**src/table_waveform_generator_with_agc_assert.svh**
```systemverilog
// Assertion macros for the table waveform generator
`ifndef TABLE_WAVEFORM_GENERATOR_WITH_AGC_ASSERT_SVH
`define TABLE_WAVEFORM_GENERATOR_WITH_AGC_ASSERT_SVH
`ifndef ASSERT_OFF
// Same-cycle implication, sampled on clock, off during reset
`define TWG_ASSERT_NOW(lbl, pre, post, msg) \
   lbl: assert property (@(posedge clock) disable iff (reset) (pre) |-> (post)) \
      else $error(msg);
// Next-cycle implication
`define TWG_ASSERT_NEXT(lbl, pre, post, msg) \
   lbl: assert property (@(posedge clock) disable iff (reset) (pre) |=> (post)) \
      else $error(msg);
`else
`define TWG_ASSERT_NOW(lbl, pre, post, msg)
`define TWG_ASSERT_NEXT(lbl, pre, post, msg)
`endif
`endif

```
**src/twg_pkg.sv**
```systemverilog
// Types, constants and waveform tables for the table waveform generator
`default_nettype none

package twg_pkg;

   localparam int WAVE_LEN   = 20;
   localparam int ADC_BITS   = 10;
   localparam int TABLE_SIZE = 20;
   localparam int PHASE_W    = $clog2(WAVE_LEN);
   localparam int TBL_IDX_W  = $clog2(TABLE_SIZE);

   localparam int OP_W       = 2;
   localparam int SEL_W      = 2;
   localparam int AMP_W      = 8;
   localparam int ENTRY_W    = 7;
   localparam int GAIN_W     = 4;
   localparam int WAVE_W     = 8;
   localparam int CSR_IDX_W  = 3;
   localparam int CSR_DATA_W = ADC_BITS;

   // operation codes
   localparam logic [OP_W-1:0] OP_TICK      = 2'd0;
   localparam logic [OP_W-1:0] OP_GAIN_UP   = 2'd1;
   localparam logic [OP_W-1:0] OP_GAIN_DOWN = 2'd2;

   // register indexes
   localparam logic [CSR_IDX_W-1:0] CSR_WAVE_SELECT = 3'd0;
   localparam logic [CSR_IDX_W-1:0] CSR_AMPLITUDE   = 3'd1;
   localparam logic [CSR_IDX_W-1:0] CSR_AGC_ENABLE  = 3'd2;
   localparam logic [CSR_IDX_W-1:0] CSR_HIGH_THRESH = 3'd3;
   localparam logic [CSR_IDX_W-1:0] CSR_LOW_THRESH  = 3'd4;

   // waveform selections
   localparam logic [SEL_W-1:0] SEL_SINE     = 2'd0;
   localparam logic [SEL_W-1:0] SEL_TRIANGLE = 2'd1;
   localparam logic [SEL_W-1:0] SEL_SAWTOOTH = 2'd2;
   localparam logic [SEL_W-1:0] SEL_SQUARE   = 2'd3;

   // reset values
   localparam logic [AMP_W-1:0]    AMP_RESET  = 8'd255;
   localparam logic [ADC_BITS-1:0] HIGH_RESET = ADC_BITS'(614);
   localparam logic [ADC_BITS-1:0] LOW_RESET  = ADC_BITS'(164);
   localparam logic [GAIN_W-1:0]   GAIN_RESET = 4'd10;
   localparam logic [GAIN_W-1:0]   GAIN_MIN   = 4'd1;
   localparam logic [GAIN_W-1:0]   GAIN_MAX   = 4'd15;

   // shared multiplier and reciprocal constants
   // x/100 = (x*5243)>>19 exact for x < 43690; x/15 = (x*4370)>>16 exact for x < 4681
   localparam int MUL_A_W  = 15;
   localparam int MUL_B_W  = 13;
   localparam int PROD_W   = MUL_A_W + MUL_B_W;
   localparam logic [MUL_B_W-1:0] RECIP100 = 13'd5243;
   localparam int SHIFT100 = 19;
   localparam logic [MUL_B_W-1:0] RECIP15  = 13'd4370;
   localparam int SHIFT15  = 16;

   typedef logic [ENTRY_W-1:0] entry_type;

   localparam entry_type SINE_TBL [TABLE_SIZE] = '{
      7'd0, 7'd16, 7'd31, 7'd46, 7'd59, 7'd71, 7'd81, 7'd90, 7'd96, 7'd99,
      7'd100, 7'd99, 7'd96, 7'd90, 7'd81, 7'd71, 7'd59, 7'd46, 7'd31, 7'd16};
   localparam entry_type TRI_TBL [TABLE_SIZE] = '{
      7'd0, 7'd10, 7'd20, 7'd30, 7'd40, 7'd50, 7'd60, 7'd70, 7'd80, 7'd90,
      7'd100, 7'd90, 7'd80, 7'd70, 7'd60, 7'd50, 7'd40, 7'd30, 7'd20, 7'd10};
   localparam entry_type SAW_TBL [TABLE_SIZE] = '{
      7'd0, 7'd5, 7'd10, 7'd15, 7'd20, 7'd25, 7'd30, 7'd35, 7'd40, 7'd45,
      7'd50, 7'd55, 7'd60, 7'd65, 7'd70, 7'd75, 7'd80, 7'd85, 7'd90, 7'd95};
   localparam entry_type SQR_TBL [TABLE_SIZE] = '{
      7'd100, 7'd100, 7'd100, 7'd100, 7'd100, 7'd100, 7'd100, 7'd100, 7'd100, 7'd100,
      7'd0, 7'd0, 7'd0, 7'd0, 7'd0, 7'd0, 7'd0, 7'd0, 7'd0, 7'd0};

   // Table read; a phase past the stored entries reads zero
   function automatic entry_type wave_entry(input logic [SEL_W-1:0] sel,
                                            input logic [PHASE_W-1:0] ph);
      logic [TBL_IDX_W-1:0] idx;
      entry_type            val;
      idx = TBL_IDX_W'(ph);
      unique case (sel)
         SEL_SINE:     val = SINE_TBL[idx];
         SEL_TRIANGLE: val = TRI_TBL[idx];
         SEL_SAWTOOTH: val = SAW_TBL[idx];
         SEL_SQUARE:   val = SQR_TBL[idx];
         default:      val = '0;
      endcase
      if (int'(ph) >= TABLE_SIZE) begin
         val = '0;
      end
      return val;
   endfunction

endpackage

`default_nettype wire

```
**src/twg_if.sv**
```systemverilog
// Channel interfaces: request, response and register write
`default_nettype none

interface twg_req_if import twg_pkg::*; ();
   logic                valid;
   logic                ready;
   logic [OP_W-1:0]     operation;
   logic [ADC_BITS-1:0] adc_sample;
   modport source (output valid, operation, adc_sample, input ready);
   modport sink   (input valid, operation, adc_sample, output ready);
endinterface

interface twg_rsp_if import twg_pkg::*; ();
   logic              valid;
   logic              ready;
   logic [WAVE_W-1:0] wave_out;
   logic [GAIN_W-1:0] gain_level;
   modport source (output valid, wave_out, gain_level, input ready);
   modport sink   (input valid, wave_out, gain_level, output ready);
endinterface

interface twg_csr_if import twg_pkg::*; ();
   logic                  valid;
   logic                  ready;
   logic [CSR_IDX_W-1:0]  index;
   logic [CSR_DATA_W-1:0] data;
   modport source (output valid, index, data, input ready);
   modport sink   (input valid, index, data, output ready);
endinterface

`default_nettype wire

```
**src/table_waveform_generator_with_agc.sv**
```systemverilog
// Top level: table waveform generator with automatic gain control
//
// Channels: req_chan takes one beat per item (operation, adc_sample); rsp_chan
// returns exactly one beat per item (wave_out, gain_level); csr_chan writes the
// five registers (index 0 wave_select .. 4 low_threshold) and is always ready.
// A tick adjusts the gain from adc_sample when auto gain is on, reads the
// waveform table at the current phase, scales by amplitude and gain and steps
// the phase. Gain up/down beats wrap the gain in 1..15 and return the held value.
// Sequence: one 15x13 multiplier is shared over four passes (amplitude*entry,
// /100 by reciprocal, *gain, /15 by reciprocal); a tick then takes the quotient
// into held and loads the response register, and a gain beat goes straight to
// the response step. req ready is high only while the sequencer is idle, so a
// new item is taken only after the last one is done; one item is in work at a time.
// The response sits in an output register, so the next item is accepted while
// a result waits; if the receiver stalls, the following result waits in the
// final step until the output register frees, and req stays low meanwhile.
// Reset (synchronous, active high): registers to their defaults (sine,
// amplitude 255, auto gain off, thresholds 614/164), phase 0, gain 10,
// held output 0, no response pending. No clearing pass is needed.
`default_nettype none

module table_waveform_generator_with_agc import twg_pkg::*; (
   input  wire        clock,
   input  wire        reset,
   twg_req_if.sink    req_chan,
   twg_rsp_if.source  rsp_chan,
   twg_csr_if.sink    csr_chan
);

`include "table_waveform_generator_with_agc_assert.svh"

   // sequencer states
   localparam logic [2:0] ST_IDLE     = 3'd0;
   localparam logic [2:0] ST_MUL_AMP  = 3'd1;  // amplitude * entry
   localparam logic [2:0] ST_DIV100   = 3'd2;  // * reciprocal of 100
   localparam logic [2:0] ST_MUL_GAIN = 3'd3;  // quotient * gain
   localparam logic [2:0] ST_DIV15    = 3'd4;  // * reciprocal of 15
   localparam logic [2:0] ST_SCALE    = 3'd5;  // take the quotient into held
   localparam logic [2:0] ST_DONE     = 3'd6;  // load response register

   logic [2:0]          state_ff, state_in;
   logic [SEL_W-1:0]    sel_ff, sel_in;
   logic [AMP_W-1:0]    amp_ff, amp_in;
   logic                agc_ff, agc_in;
   logic [ADC_BITS-1:0] high_ff, high_in;
   logic [ADC_BITS-1:0] low_ff, low_in;
   logic [PHASE_W-1:0]  phase_ff, phase_in;
   logic [GAIN_W-1:0]   gain_ff, gain_in;
   logic [WAVE_W-1:0]   held_ff, held_in;
   entry_type           entry_ff, entry_in;
   logic [PROD_W-1:0]   prod_ff, prod_in;
   logic                rsp_valid_ff, rsp_valid_in;
   logic [WAVE_W-1:0]   rsp_wave_ff, rsp_wave_in;
   logic [GAIN_W-1:0]   rsp_gain_ff, rsp_gain_in;

   logic                req_fire;
   logic                slot_free;
   logic [GAIN_W-1:0]   gain_dn, gain_agc;
   logic [MUL_A_W-1:0]  mul_a;
   logic [MUL_B_W-1:0]  mul_b;

   assign req_chan.ready = (state_ff == ST_IDLE);
   assign req_fire       = req_chan.valid && req_chan.ready;
   assign csr_chan.ready = 1'b1;

   assign rsp_chan.valid      = rsp_valid_ff;
   assign rsp_chan.wave_out   = rsp_wave_ff;
   assign rsp_chan.gain_level = rsp_gain_ff;

   // output register can take a beat this cycle
   assign slot_free = !rsp_valid_ff || rsp_chan.ready;

   // AGC: decrement above high threshold, then separately increment below low
   always_comb begin
      gain_dn  = ((req_chan.adc_sample > high_ff) && (gain_ff > GAIN_MIN)) ?
                 gain_ff - GAIN_W'(1) : gain_ff;
      gain_agc = ((req_chan.adc_sample < low_ff) && (gain_dn < GAIN_MAX)) ?
                 gain_dn + GAIN_W'(1) : gain_dn;
   end

   // shared multiplier operand select
   always_comb begin
      mul_a = '0;
      mul_b = '0;
      unique case (state_ff)
         ST_MUL_AMP: begin
            mul_a = MUL_A_W'(amp_ff);
            mul_b = MUL_B_W'(entry_ff);
         end
         ST_DIV100: begin
            mul_a = prod_ff[MUL_A_W-1:0];
            mul_b = RECIP100;
         end
         ST_MUL_GAIN: begin
            mul_a = MUL_A_W'(prod_ff[PROD_W-1:SHIFT100]);
            mul_b = MUL_B_W'(gain_ff);
         end
         ST_DIV15: begin
            mul_a = prod_ff[MUL_A_W-1:0];
            mul_b = RECIP15;
         end
         default: begin
            mul_a = '0;
            mul_b = '0;
         end
      endcase
   end

   always_comb begin
      state_in     = state_ff;
      sel_in       = sel_ff;
      amp_in       = amp_ff;
      agc_in       = agc_ff;
      high_in      = high_ff;
      low_in       = low_ff;
      phase_in     = phase_ff;
      gain_in      = gain_ff;
      held_in      = held_ff;
      entry_in     = entry_ff;
      prod_in      = PROD_W'(mul_a) * PROD_W'(mul_b);
      rsp_valid_in = rsp_valid_ff && !rsp_chan.ready;
      rsp_wave_in  = rsp_wave_ff;
      rsp_gain_in  = rsp_gain_ff;

      // register writes
      if (csr_chan.valid) begin
         unique case (csr_chan.index)
            CSR_WAVE_SELECT: sel_in  = csr_chan.data[SEL_W-1:0];
            CSR_AMPLITUDE:   amp_in  = csr_chan.data[AMP_W-1:0];
            CSR_AGC_ENABLE:  agc_in  = csr_chan.data[0];
            CSR_HIGH_THRESH: high_in = csr_chan.data[ADC_BITS-1:0];
            CSR_LOW_THRESH:  low_in  = csr_chan.data[ADC_BITS-1:0];
            default: ;
         endcase
      end

      unique case (state_ff)
         ST_IDLE: begin
            if (req_fire) begin
               unique case (req_chan.operation)
                  OP_TICK: begin
                     if (agc_ff) begin
                        gain_in = gain_agc;
                     end
                     entry_in = wave_entry(sel_ff, phase_ff);
                     phase_in = (phase_ff == PHASE_W'(WAVE_LEN - 1)) ?
                                '0 : phase_ff + PHASE_W'(1);
                     state_in = ST_MUL_AMP;
                  end
                  OP_GAIN_UP: begin
                     gain_in  = (gain_ff >= GAIN_MAX) ? GAIN_MIN : gain_ff + GAIN_W'(1);
                     state_in = ST_DONE;
                  end
                  OP_GAIN_DOWN: begin
                     gain_in  = (gain_ff <= GAIN_MIN) ? GAIN_MAX : gain_ff - GAIN_W'(1);
                     state_in = ST_DONE;
                  end
                  default: state_in = ST_DONE;  // unused code: report only
               endcase
            end
         end
         ST_MUL_AMP:  state_in = ST_DIV100;
         ST_DIV100:   state_in = ST_MUL_GAIN;
         ST_MUL_GAIN: state_in = ST_DIV15;
         ST_DIV15:    state_in = ST_SCALE;
         ST_SCALE: begin
            held_in  = prod_ff[SHIFT15+WAVE_W-1:SHIFT15];
            state_in = ST_DONE;
         end
         ST_DONE: begin
            if (slot_free) begin
               rsp_valid_in = 1'b1;
               rsp_wave_in  = held_ff;
               rsp_gain_in  = gain_ff;
               state_in     = ST_IDLE;
            end
         end
         default: state_in = ST_IDLE;
      endcase
   end

   always_ff @(posedge clock) begin
      if (reset) begin
         state_ff     <= ST_IDLE;
         sel_ff       <= SEL_SINE;
         amp_ff       <= AMP_RESET;
         agc_ff       <= 1'b0;
         high_ff      <= HIGH_RESET;
         low_ff       <= LOW_RESET;
         phase_ff     <= '0;
         gain_ff      <= GAIN_RESET;
         held_ff      <= '0;
         rsp_valid_ff <= 1'b0;
      end else begin
         state_ff     <= state_in;
         sel_ff       <= sel_in;
         amp_ff       <= amp_in;
         agc_ff       <= agc_in;
         high_ff      <= high_in;
         low_ff       <= low_in;
         phase_ff     <= phase_in;
         gain_ff      <= gain_in;
         held_ff      <= held_in;
         rsp_valid_ff <= rsp_valid_in;
      end
   end

   always_ff @(posedge clock) begin
      entry_ff    <= entry_in;
      prod_ff     <= prod_in;
      rsp_wave_ff <= rsp_wave_in;
      rsp_gain_ff <= rsp_gain_in;
   end

   `TWG_ASSERT_NOW(a_gain_range, 1'b1, gain_ff != '0, "gain left the range 1..15")
   `TWG_ASSERT_NOW(a_phase_range, 1'b1, int'(phase_ff) < WAVE_LEN, "phase past table length")
   `TWG_ASSERT_NEXT(a_held_only_scale, state_ff != ST_SCALE, $stable(held_ff),
                    "held output changed outside the scale step")
   `TWG_ASSERT_NEXT(a_gain_busy, state_ff != ST_IDLE, $stable(gain_ff),
                    "gain changed while an item is in work")
   `TWG_ASSERT_NEXT(a_tick_start, req_fire && req_chan.operation == OP_TICK,
                    state_ff == ST_MUL_AMP, "tick did not start the multiply sequence")

endmodule

`default_nettype wire
```
**src/flat_wrapper.sv**
```systemverilog
// flat-port wrapper written by rule: the top's interface ports become plain ports
module table_waveform_generator_with_agc_flat import twg_pkg::*;
  (clock, reset, req_chan_valid, req_chan_operation, req_chan_adc_sample, req_chan_ready, rsp_chan_valid, rsp_chan_wave_out, rsp_chan_gain_level, rsp_chan_ready, csr_chan_valid, csr_chan_index, csr_chan_data, csr_chan_ready);
  twg_req_if req_chan_i ();
  twg_rsp_if rsp_chan_i ();
  twg_csr_if csr_chan_i ();
  input  wire clock;
  input  wire reset;
  input wire logic [$bits(req_chan_i.valid)-1:0] req_chan_valid;
  input wire logic [$bits(req_chan_i.operation)-1:0] req_chan_operation;
  input wire logic [$bits(req_chan_i.adc_sample)-1:0] req_chan_adc_sample;
  output wire logic [$bits(req_chan_i.ready)-1:0] req_chan_ready;
  output wire logic [$bits(rsp_chan_i.valid)-1:0] rsp_chan_valid;
  output wire logic [$bits(rsp_chan_i.wave_out)-1:0] rsp_chan_wave_out;
  output wire logic [$bits(rsp_chan_i.gain_level)-1:0] rsp_chan_gain_level;
  input wire logic [$bits(rsp_chan_i.ready)-1:0] rsp_chan_ready;
  input wire logic [$bits(csr_chan_i.valid)-1:0] csr_chan_valid;
  input wire logic [$bits(csr_chan_i.index)-1:0] csr_chan_index;
  input wire logic [$bits(csr_chan_i.data)-1:0] csr_chan_data;
  output wire logic [$bits(csr_chan_i.ready)-1:0] csr_chan_ready;
  assign req_chan_i.valid = req_chan_valid;
  assign req_chan_i.operation = req_chan_operation;
  assign req_chan_i.adc_sample = req_chan_adc_sample;
  assign req_chan_ready = req_chan_i.ready;
  assign rsp_chan_valid = rsp_chan_i.valid;
  assign rsp_chan_wave_out = rsp_chan_i.wave_out;
  assign rsp_chan_gain_level = rsp_chan_i.gain_level;
  assign rsp_chan_i.ready = rsp_chan_ready;
  assign csr_chan_i.valid = csr_chan_valid;
  assign csr_chan_i.index = csr_chan_index;
  assign csr_chan_i.data = csr_chan_data;
  assign csr_chan_ready = csr_chan_i.ready;
  table_waveform_generator_with_agc u_core (.clock(clock), .reset(reset), .req_chan(req_chan_i), .rsp_chan(rsp_chan_i), .csr_chan(csr_chan_i));
endmodule
```
**config.mk**
```make
export PLATFORM = sky130hd
export DESIGN_NAME = table_waveform_generator_with_agc_flat
export DESIGN_NICKNAME = d
export VERILOG_FILES = /design/src/twg_pkg.sv /design/src/twg_if.sv /design/src/table_waveform_generator_with_agc.sv /design/src/flat_wrapper.sv
export VERILOG_INCLUDE_DIRS = /design/src /design/src/src
export SDC_FILE = /design/constraint.sdc
export NUM_CORES = 1
export LEC_CHECK = 0
export ABC_CLOCK_PERIOD_IN_PS = 7600
export BUFFER_PORTS_ARGS = -buffer_cell sky130_fd_sc_hd__buf_2
export CAP_MARGIN = 40
export CORE_MARGIN = 2
export CORE_UTILIZATION = 50
export CTS_BUF_LIST = sky130_fd_sc_hd__clkbuf_4
export CTS_CLUSTER_DIAMETER = 100
export DETAILED_ROUTE_END_ITERATION = 8
export GPL_TIMING_DRIVEN = 0
export PLACE_DENSITY_LB_ADDON = 0.15
export SLEW_MARGIN = 25
export SYNTH_ARGS = -nofsm -noshare
export SYNTH_HDL_FRONTEND = slang
export SYNTH_SLANG_ARGS = --single-unit
```
**constraint.sdc**
```tcl
create_clock -name clock -period 7.6 [get_ports clock]
set_input_delay 1.14 -clock clock [delete_from_list [all_inputs] [get_ports clock]]
set_output_delay 1.14 -clock clock [all_outputs]
set_load 0.03 [all_outputs]
```
# Yosys cells after proc, flatten, opt, wreduce, memory -nomap -nowiden
# Memory sizes are Yosys's and may differ from the RTL's.
# Index checks and enable logic that the tools add are counted.
# word_totals
register_bits,99
wordCells,97
output_inout_bits,15
input_bits,30
memories,4
mem_bits_ro,896
# op_classes
order_cmp,8
muxes,24
n_reduce_logical,22
n_eq_ne,19
multipliers,1
n_addsub,4
bitwise,1
# memory_table
name,depth,width,read_ports,rd_clocked_by_memory_dff,wr,line_no,text
(no name shown),32,7,1,0,0,twg_pkg.sv:79,SEL_SINE: val = SINE_TBL[idx];
(no name shown),32,7,1,0,0,twg_pkg.sv:80,SEL_TRIANGLE: val = TRI_TBL[idx];
(no name shown),32,7,1,0,0,twg_pkg.sv:81,SEL_SAWTOOTH: val = SAW_TBL[idx];
(no name shown),32,7,1,0,0,twg_pkg.sv:82,SEL_SQUARE: val = SQR_TBL[idx];
# ops
operator,count
two-way mux 7 bit,8
one-hot mux 13 bit (4 select lines),1
one-hot mux 15 bit (3 select lines),1
multiplier 15 x 13 -> 28 bit,1
one-hot mux 7 bit (4 select lines),1
one-hot mux 3 bit (7 select lines),1
two-way mux 4 bit,5
AND reduction 2 bit,7
"== test 3 x 2 -> 1 bit, second input constant",4
"== test 3 bit, second input constant",4
one-hot mux 4 bit (3 select lines),1
> comparator 10 bit,1
less-than comparator 10 bit,1
two-way mux 3 bit,3
"adder 4 x 1 -> 4 bit, second input constant",2
"== test 2 bit, second input constant",3
"== test 3 x 1 -> 1 bit, second input constant",2
">= comparator 6 bit, second input constant",1
zero test 3 bit,2
NOT 5 -> 6 bit,1
"adder 5 x 1 -> 5 bit, second input constant",1
"== test 5 bit, second input constant",1
">= comparator 5 bit, second input constant",1
two-way mux 5 bit,1
17 further kinds,25

# Depth between registers and ports, before layout
# depth
word_depth,8
ltp_mapped,27
mapped_depth_nobuf,26

# Least setup slack after synthesis
# OpenSTA, ideal clock, no wires.
# synth_path
path_kind,register to register
start,register u_core.state_ff[1]
end,register u_core.prod_ff[27]
n_path_buf,2
slack_ns,1.341
stages_incl_launch_ff,25
synth_period_minus_slack_ns,6.259
setup_ns,0.072
required_time_ns,7.528
arrival_time_ns,6.187
cell_sequence,dfxtp_1 > clkbuf_1 > buf_1 > mux2_2 > nand3_1 > nor2_1 > fa_1 > inv_1 > fa_1 > inv_1 > fa_1 > fa_1 > inv_1 > fa_1 > inv_1 > ha_1 > a21o_1 > a21o_1 > a21oi_2 > o21ai_2 > and4_4 > o41ai_4 > o2111ai_1 > a21oi_1 > xnor2_1
# synth_between
elab_chain_len,4
elab_cells_between_ends,8
cone_classes,1 x mul; 4 x eq/ne; 2 x mux; 1 x reduce/logical
# synth_lines
element,line_no,text
from (decl),table_waveform_generator_with_agc.sv:41,"logic [2:0] state_ff, state_in;"
from (signal assigned),table_waveform_generator_with_agc.sv:195,state_ff <= state_in;
== test 3 x 2 -> 1 bit / == test 3 bit (equally long branches),table_waveform_generator_with_agc.sv:85,unique case (state_ff)
OR reduction 2 bit (no line),n/a,
one-hot mux 15 bit (3 select lines),table_waveform_generator_with_agc.sv:85,
multiplier 15 x 13 -> 28 bit *,table_waveform_generator_with_agc.sv:120,prod_in = PROD_W'(mul_a) * PROD_W'(mul_b);
via u_core.prod_in[27],table_waveform_generator_with_agc.sv:51,"logic [PROD_W-1:0] prod_ff, prod_in;"
to (signal assigned),table_waveform_generator_with_agc.sv:210,prod_ff <= prod_in;
to (decl),table_waveform_generator_with_agc.sv:51,
# The timed path passes the listed nets; every way through them passes the cells marked *.
# A chain may end at the register's enable or synchronous reset.

# Final worst setup path
# Same ends and word-level chain as after synthesis.

==> flow_summary.toml <==
[critical_path]
ff2ff_setup_slack_ns = 0.42
regToRegStartpoint = "u_core.state_ff[1]$_SDFFE_PP0P_"
path_buf_inv = 6
cp_slowest_stage_delay_ns = 0.56
path_max_fanout = 10
cp.arrival_ns = 7.61
slowest_stage = "fa_1"
worstSetupPathType = "flop to flop"
critPathTopFamily = "adder cells"
cp_common_cell = "fa_1"
critPathRequiredTime_ns = 8.03
rr_endpoint = "u_core.prod_ff[27]$_DFF_P_"
cp-end-kind = "flop"
worstSetupStartpointType = "flop"
r2r_cells = 25

[floorplanning]
fp.dieH_um = 148.7
die-area_mm2 = 0.02212
io_pins = 45
rows = 52
fp.coreArea_mm2 = 0.02036
start_util_pct = 51.42
dieWidth_um = 148.7

[logic_synthesis]
yosys.area.top_type_share_pct = 18.93
ys_types = 75
netlist_area_mm2 = 0.01047
synth_area_leader_cell = "fa_1"
synthMuxAreaShare_pct = 1.768
yosys.area_share.simple_pct = 17.49
yosys-top-cells-count = "244 x inv_1, 137 x nand2_1, 131 x ha_1"
synth.avg_cell_area_um2 = 8.284
yosysMostFrequentCell = "inv_1"
synth_area_leaders = "fa_1 19%, ha_1 16%, dfxtp_1 15%"
synthCells = 1264
synth_top_family_by_area = "adder cells"
synth-xor-area-share_pct = 2.593
synthAdderAreaFrac_pct = 34.58
synth-compound-area-share_pct = 12.36
ys_async_sr_fraction_pct = 0
yosysWarnings = 0
synth_edf_count = 19
ys_ff_latch = 98
yosysSeqAreaShare_pct = 20.55
synth_top_flop_cell = "dfxtp_1"

[clock_tree]
clockBufferDepth = 2
cts_root_buf = "clkbuf_4"
cts_setup_buffers = 0
ctsHoldBuffers = 0
h-tree-depth = 3
post_cts_resized = 0
clock_latency_ns = 0.51
cts_tree = "built"
cts.clk_slew.worst_paths_ns = 0.18
cts_made_buffers = 9
clock-sinks = 98

[drt]
dr.pass1.iters = 7
remaining_drc_errors = 0
first_iter_violations = 714
via_per_inst = 5.346
antenna_left = 0
routed_wl_um = 25820
vias = 8549
drt-wirelength-per-cell_um = 16.15

[timing]
timing.final.crit_share_pct = 94.48
tightestPinTransition_ns = 0.9130
final_max_slew_viol_count = 0
fmax_mhz = 139.3
clock_skew_ns = 0.02711
worst_hold_slack_ns = 0.4538
setup_viol = 0
fin_setup_tns_ns = 0
grt_setup_unrepaired = "no"
hold_viol = 0
relSlewSlack_pct = 39.14
period_needed_ns = 7.180

[worst_hold_path]
hold_start = "u_core.held_ff[5]$_SDFFE_PP0P_"
whs_endpoint = "u_core.rsp_chan.wave_out[5]$_DFFE_PP_"
hold_class = "flop to flop"
holdPathStages = 0

[run]
max_cap_viol_count = 0

[power_and_ir_drop]
cellLeakagePower_nw = 5.644
pwr-share-comb_pct = 59.6
p_switching_w = 0.001213
ir_drop_uv = 233.5
p_per_area_mw_per_mm2 = 224.5
p_clk_share_pct = 13.1
seqPwrFrac_pct = 27.3
sw_frac_of_total_pct = 48.23
power.internal_w = 0.001302

[grt]
grt_max_degree = 17
antenna_found_initial = 1
grt_pass1_wl_um = 42810
grt_pass1_vias = 8311
overflow = 0
grt_usage_pct = 24.72

[placed_design]
portBuffers = 42
dpl.cell_count = 1581
gp_congestion = 0.9581
hpwl_um = 21210

[layout]
fin_util_pct = 55.03
finalNetCount = 1583
drive_above_1_share_pct = 5.873
syn_to_final_growth_pct = 7.014
fill_cells = 2014
finalNonFillerCells = 1599

[run_status]
outcome = "complete, no violations"
-- power by group through the flow --
stage / Combinational, W / Sequential (W) / Clock (W)
after detailed placement: 0.00150 / 0.000694 / 0
after floorplan: 0.00112 / 0.000656 / 0
after CTS: 0.00151 / 0.000683 / 0.000335
after global routing: 0.00173 / 0.000691 / 0.000358
after global placement: 0.00147 / 0.000694 / 0
final: 0.00150 / 0.000688 / 0.000330
-- how the worst max path moves through the flow --
| stage | endpoint | cells past startpoint | slack [ns] | startpoint |
|---|---|---|---|---|
| after floorplan | u_core.prod_ff[27]$_DFF_P_ | 24 | 1.34 | u_core.state_ff[1]$_SDFFE_PP0P_ |
| after global placement | u_core.prod_ff[27]$_DFF_P_ | 22 | 0.53 | u_core.state_ff[1]$_SDFFE_PP0P_ |
| after detailed placement | u_core.prod_ff[27]$_DFF_P_ | 22 | 0.48 | u_core.state_ff[1]$_SDFFE_PP0P_ |
| after CTS | u_core.prod_ff[27]$_DFF_P_ | 22 | 0.40 | u_core.state_ff[1]$_SDFFE_PP0P_ |
| after global routing | u_core.prod_ff[27]$_DFF_P_ | 22 | 0.01 | u_core.state_ff[1]$_SDFFE_PP0P_ |
| final | u_core.prod_ff[27]$_DFF_P_ | 25 | 0.42 | u_core.state_ff[1]$_SDFFE_PP0P_ |
-- cells in the final DEF, fill, tap and decap left out, drive strengths merged, types with 3 or more instances in the layout --
master and count:
o211ai 5, fa 99, o21bai 3, mux2 4, clkbuf 46, nor2 104
a22oi 3, a211o 3, o21ai 46, inv 246, a211oi 12, buf 52
xnor2 20, a21o 11, nand3 20, mux2i 14, nand2b 6, ha 131
edfxtp 19, o22ai 5, dfxtp 79, nand3b 18, a21oi 78, xor2 11
nand2 137, clkinv 6, and3 16, conb 7, nor3 20, a31oi 6
nand4 11, nor2b 9, and2 33
-- layer usage --
layer / share of wire (%) / track usage, % / vias up
met4: 1.1 / 4.238 / 0
met5: 0 / 0 / -
met3: 6.4 / 4.663 / 23
li1: - / - / 4207
met1: 48 / 36.40 / 4061
met2: 44 / 38.50 / 258
-- stage by stage --
| step | cell area, um^2 | power [W] | worst slack, ns |
|---|---|---|---|
| final | 11210 | 0.002516 | 0.4197 |
| after global routing | 11210 | 0.002781 | 0.009835 |
| after CTS | 11200 | 0.002529 | 0.3982 |
| after detailed placement | 11040 | 0.002191 | 0.4830 |
| after global placement | 11040 | 0.002160 | 0.5261 |
| after floorplan | 10490 | 0.001774 | 1.341 |
-- registers in the layout, indices dropped and copies added (netlist names) --
name	count
u_core.agc_ff	1
u_core.amp_ff	8
u_core.entry_ff	7
u_core.gain_ff	4
u_core.held_ff	8
u_core.high_ff	10
u_core.low_ff	10
u_core.phase_ff	5
u_core.prod_ff	27
u_core.rsp_chan.gain_level	4
u_core.rsp_chan.valid	1
u_core.rsp_chan.wave_out	8
u_core.sel_ff	2
u_core.state_ff	3
-- final cells by class --
type	instances	area [um^2]	area share, %
Multi-Input combinational cell	878	7229	64.52
Clock inverter	7	92.59	0.8263
Buffer	46	181.4	1.619
Antenna cell	1	2.502	0.02233
Tap cell	270	337.8	3.015
Sequential cell	98	2152	19.21
Inverter	247	927.1	8.274
Timing Repair Buffer	43	215.2	1.921
Clock buffer	9	67.56	0.6030
-- cell families after synthesis --
group           Yosys count
simple gates            389
fa+ha+maj               230
compound gates          203
mux                      18
other cells               2
flops                    98
xor+xnor                 31
buf+inv                 293
No activity file was read; power rests on OpenSTA's default activity.
